===== src/rtl/vlbrf_pkg.sv =====
package vlbrf_pkg;

  // Field widths fixed by the item format
  localparam int DATA_W  = 64;
  localparam int LEN_W   = 4;
  localparam int OP_W    = 2;
  localparam int COUNT_W = 13;

  // Defaults for the top-level parameters
  localparam int DEF_RING_DEPTH = 4096;
  localparam int DEF_LANE_BYTES = 8;

  // Register reset value and register map
  localparam logic [COUNT_W-1:0] BUF_SIZE_RST = 13'd4096;
  localparam logic               REG_BUF_SIZE = 1'b0;

  // Request codes
  localparam logic [OP_W-1:0] OP_WRITE = 2'd0;
  localparam logic [OP_W-1:0] OP_READ  = 2'd1;
  localparam logic [OP_W-1:0] OP_QUERY = 2'd2;

  typedef struct packed {
    logic [OP_W-1:0]   opcode;
    logic [LEN_W-1:0]  length;
    logic [DATA_W-1:0] data_in;
  } in_item_t;

  typedef struct packed {
    logic               accepted;
    logic [DATA_W-1:0]  data_out;
    logic [COUNT_W-1:0] used_bytes;
    logic [COUNT_W-1:0] free_bytes;
  } out_item_t;

endpackage


===== src/rtl/vlbrf_ram.sv =====
module vlbrf_ram
  import vlbrf_pkg::*;
#(
  parameter int WIDTH = 8,
  parameter int DEPTH = 512,
  localparam int AW = (DEPTH > 1) ? $clog2(DEPTH) : 1
) (
  input  logic             clk,
  input  logic             wen,
  input  logic [AW-1:0]    waddr,
  input  logic [WIDTH-1:0] wdata,
  input  logic [AW-1:0]    raddr,
  output logic [WIDTH-1:0] rdata
);

  logic [WIDTH-1:0] mem [DEPTH];

  // One write port, one registered read port
  always_ff @(posedge clk) begin
    if (wen) begin
      mem[waddr] <= wdata;
    end
    rdata <= mem[raddr];
  end

endmodule

===== config.mk =====
export PLATFORM = sky130hd
export DESIGN_NAME = vlbrf_ram
export DESIGN_NICKNAME = d
export VERILOG_FILES = /design/src/rtl/vlbrf_pkg.sv /design/src/rtl/vlbrf_ram.sv
export SDC_FILE = /design/constraint.sdc
export NUM_CORES = 2
export LEC_CHECK = 0
export CAP_MARGIN = 20
export CORE_ASPECT_RATIO = 1.2
export CORE_UTILIZATION = 25
export CTS_BUF_LIST = sky130_fd_sc_hd__clkbuf_8
export DETAILED_ROUTE_END_ITERATION = 8
export DONT_BUFFER_PORTS = 1
export SLEW_MARGIN = 20
export SYNTH_ARGS = -nofsm -noshare
export SYNTH_HDL_FRONTEND = slang
export SYNTH_SLANG_ARGS = --single-unit

===== constraint.sdc =====
create_clock -name clk -period 2.3 [get_ports clk]
set_input_delay 0.46 -clock clk [delete_from_list [all_inputs] [get_ports clk]]
set_output_delay 0.46 -clock clk [all_outputs]
set_load 0.02 [all_outputs]

Word-level counts from Yosys, hierarchy flattened
Memory sizes are Yosys's and may differ from the RTL's. A register that Yosys moved wholly into a read port is not among the register bits.
Index checks and enable logic that the tools add are counted.
Widths: inputs -> output; s select.
- flip-flop bits (word level): 0
- bits in writable memories: 4096
- input bits: 28
- output and inout port bits: 8
- logic and storage cells: 3
- memories kept: 1
- memory list (name ; depth ; bits a word ; rd ports ; clocked after memory_dff ; write ports ; RTL line ; text):
    mem ; 512 ; 8 ; 1 ; 1 ; 1 ; vlbrf_ram.sv:16 ; logic [WIDTH-1:0] mem [DEPTH];
- multiplexer cells: 2
- operators with widths (cell ; number):
    $mux 1 ; 2

Longest topological paths before layout
- depth in word-level cells: 2
- mapped depth: 12
- depth with buffers taken out: 7

Worst setup path after synthesis
Ideal clock, no wire load.
- path type: in2reg
- start point: input port raddr[0]
- end point: register rdata[0] (read register of mem)
- setup time: 0.118 ns
- arrival: 2.314 ns
- data required time: 2.182 ns
- setup slack: -0.132 ns
- stages on the path: 10
- cell sequence: buf_4 -> buf_12 -> buf_12 -> buf_2 -> mux4_2 -> o21ai_0 -> nand3_1 -> nand4_1 -> o21ai_0 -> o2111a_1
- RTL lines (item ; RTL line ; text):
    start, declared ; vlbrf_ram.sv:12 ; input logic [AW-1:0] raddr,
    end, declared ; vlbrf_ram.sv:13 ; output logic [WIDTH-1:0] rdata

==> results.md <==
* Final Setup Violations at 122
* Net Sw Power at 33.3 mW
* Worst-Margin Slew at 1.93 ns
* Wirelength per Cell at 24.5 um
* RSZ-0062 raised after global routing: yes
* Slew headroom at -0.288
* First-pass GRT wire length at 635000 um
* MaxCap Viol Count at 0
* Switching Share at 0.227
* Crit path cell chain: or2_4, buf_12, buf_12, buf_12, buf_12, o221ai_4, a21oi_4, nor4_2, nand4_1, o21ai_2, buf_12, o2111a_1
* Flop pwr share at 0.564
* Syn. warnings at 0
* CTS sink count at approximately 4.1k
* CP required at approximately 3.3 ns
* DR vias at ~85k
* Die X at between 700 and 800 um
* Synth area leaders: edfxtp_1, mux4_2, mux2i_1
* CTS tree: done
* Layout area overhead at 21.0%
* DRT Wirelength at 451000 um
* Area leader, netlist: edfxtp_1
* Share of the yosys chip area belonging to registers at 0.770
* CP Capture Type: flop
* Maximum clock frequency at 313 MHz
* EDFF count, synth at between 4k and 5k
* Peak supply drop at 0.398 mV
* P_leak at 63.0 nW
* Status: finished, violations left
* Tot Pwr at around 150 mW
* Drt pass-1 iters at 5
* Antenna-violating nets left at 0
* Top-area cell type share of the netlist area at 0.769
* Num ports at 36
* Top-count cell post-synth: edfxtp_1
* Nets@finish at 9510
* Violated checks: max-slew violations, negative setup slack
* Post-Syn Instances at 8030
* Antenna violations before repair at 16
* Hold path startpoint: wdata[4]
* Row Count at ~320
* Slew Viols, Final at around 450
* Cell Pwr Density at 755 mW/mm^2
* Minimum clock period at ~3.2 ns
* Starting Density at 0.251
* Clock latency on the worst-skew pair at 1.13 ns
* Global-route total usage across every layer at 0.134
* Congestion Overflow GR at 0
* Cell internal pwr at about 110 mW
* Synth cell count leaders: edfxtp_1, mux2i_1, mux4_2, nor2_1, o221ai_1
* CTS Buffer Depth at 4
* Core ar. at 0.637 mm^2
* Final Hold Vio Count at 0
* Worst Skew at 0.128 ns
* Min Hold Slack at 0.0394 ns
* Asr flop ratio synth at 0
* Reg-to-Reg Start: mem[158][3]$_DFFE_PP_
* Reg clk slew, reported paths at 0.06 ns
* Post-synthesis cell type count at slightly above 50
* Core Util, Final at 0.304
* Fin crit share at 1.39
* Post-Syn Nets at 8058
* GP Congestion at 0.841
* Arr. time, crit path at 4.20 ns
* Vias per cell at between 4 and 5
* Iteration-0 DRC Markers at 8586
* Buffers on Ports at 0
* Comb pwr share at 0.059
* Critical path fanouts, max at 621
* Setup ws final at -0.896 ns
* Cell Area, Synth at 0.160 mm^2
* Largest net degree at the start of global routing at around 620
* Post-DP HPWL at 258000 um
* Root Buffer: clkbuf_8
* Worst Setup SP: raddr[1]
* Depth of the CTS H-tree at 6
* Post-synthesis area per instance at 19.9 um^2
* Ratio of cells with drive above 1 in the final layout at 0.298
* # DRC at 0
* Die Span Y at 878 um
* Cts bufs inserted at 612
* Max stage delay on crit path at 0.80 ns
* Main synth FF type: edfxtp_1
* Via count of the first global-routing pass at 86.5k
* Dpl ws at -4.37 ns
* Most used cell, CP: buf_12
* Startpoint types: primary input
* Die ar. at 0.643 mm^2
* Clock network power share at 0.377
* Slowest cell on the critical path: or2_4
* Crit path kind: primary input to flop
* Yosys reg bits at 4104
* Worst hold path type: primary input to flop
## timing repair
action | 4_1_cts | 5_1_grt
gates resized for setup | 104 | 171
gates cloned | 39 | 3
endpoints found under the hold margin | 1255 | 460
hold buffers | 21 | 10
setup buffers | 22 | 9
pin swaps | 21 | 47
endpoints found under the setup margin | 12 | 91
## worst max-delay path, delay by kind of cell
family	cells	cell delay, ns
and+or+nand+nor	3	1.45
buffers and inverters	5	0.78
AOI/OAI and AO/OA	4	0.70
## layout make-up
class                           count  area, um^2
Fill cell                       61800      443000
Antenna cell                       34        85.1
Tap cell                         8398       10500
Clock inverter                    430        2290
Clock buffer                      631        8680
Timing Repair Buffer             1351       13400
Sequential cell                  4104      123000
Inverter                            3        18.8
Multi-Input combinational cell   3410       35400
## power by group through the flow
stage / Clock [mW] / Sequential (mW) / Combinational [mW]
floorplan: 0 / 84.0 / 3.96
global placement: 0 / 84.1 / 6.39
detailed placement: 0 / 84.1 / 7.19
CTS: 56.3 / 82.5 / 7.94
global route: 59.1 / 82.4 / 8.96
finish: 55.1 / 82.5 / 8.68
## state kept, by name (all words and copies together), names as in the netlist
register,cells
rdata,8
mem,4096
## path summary, 6_finish.rpt
check / end / slack, ns / cells past startpoint
setup reg to reg: rdata[3]$_DFF_P_ / -0.20 / 11
hold / removal: mem[24][4]$_DFFE_PP_ / 0.04 / 1
setup / recovery: rdata[3]$_DFF_P_ / -0.90 / 12
hold reg to reg: rdata[2]$_DFF_P_ / 1.14 / 7
## layout by cell type, fill, tap and decap left out, types with 34 or more instances in the layout
cell	count
clkinv_1	132
nor2_1	595
inv_1	191
nand2_1	93
buf_16	56
o221ai_2	102
diode_2	34
clkbuf_8	631
clkinv_2	52
buf_4	1123
o21ai_0	92
mux2i_1	797
buf_12	102
nor3_1	102
o221ai_1	258
a22oi_1	58
o22ai_1	158
mux4_2	654
edfxtp_1	4096
a21oi_1	174
## logic make-up after synthesis
logic type      after synthesis  synth area share
flops                      4104             0.770
mux                        1451             0.142
simple gates                980            0.0263
buf+inv                     516            0.0185
compound gates              979            0.0431
## routing by layer
metal	GRT usage	up-vias	wire length, um
met2	0.238	3093	231000
met4	0.0515	0	18000
met5	0	-	0
met3	0.0232	779	29900
met1	0.162	44600	172000
li1	-	36400	-
## through the flow
| step | TNS (ns) | std cells | area [um^2] |
|---|---|---|---|
| after floorplan | 0 | 8030 | 160000 |
| after global placement | -60.44 | 17100 | 178000 |
| after detailed placement | -210.17 | 17200 | 179000 |
| after CTS | -0.375 | 18300 | 192000 |
| after global routing | -10.49 | 18300 | 194000 |
| final | -13.77 | 18400 | 194000 |
(Power assumes the default switching activity.)
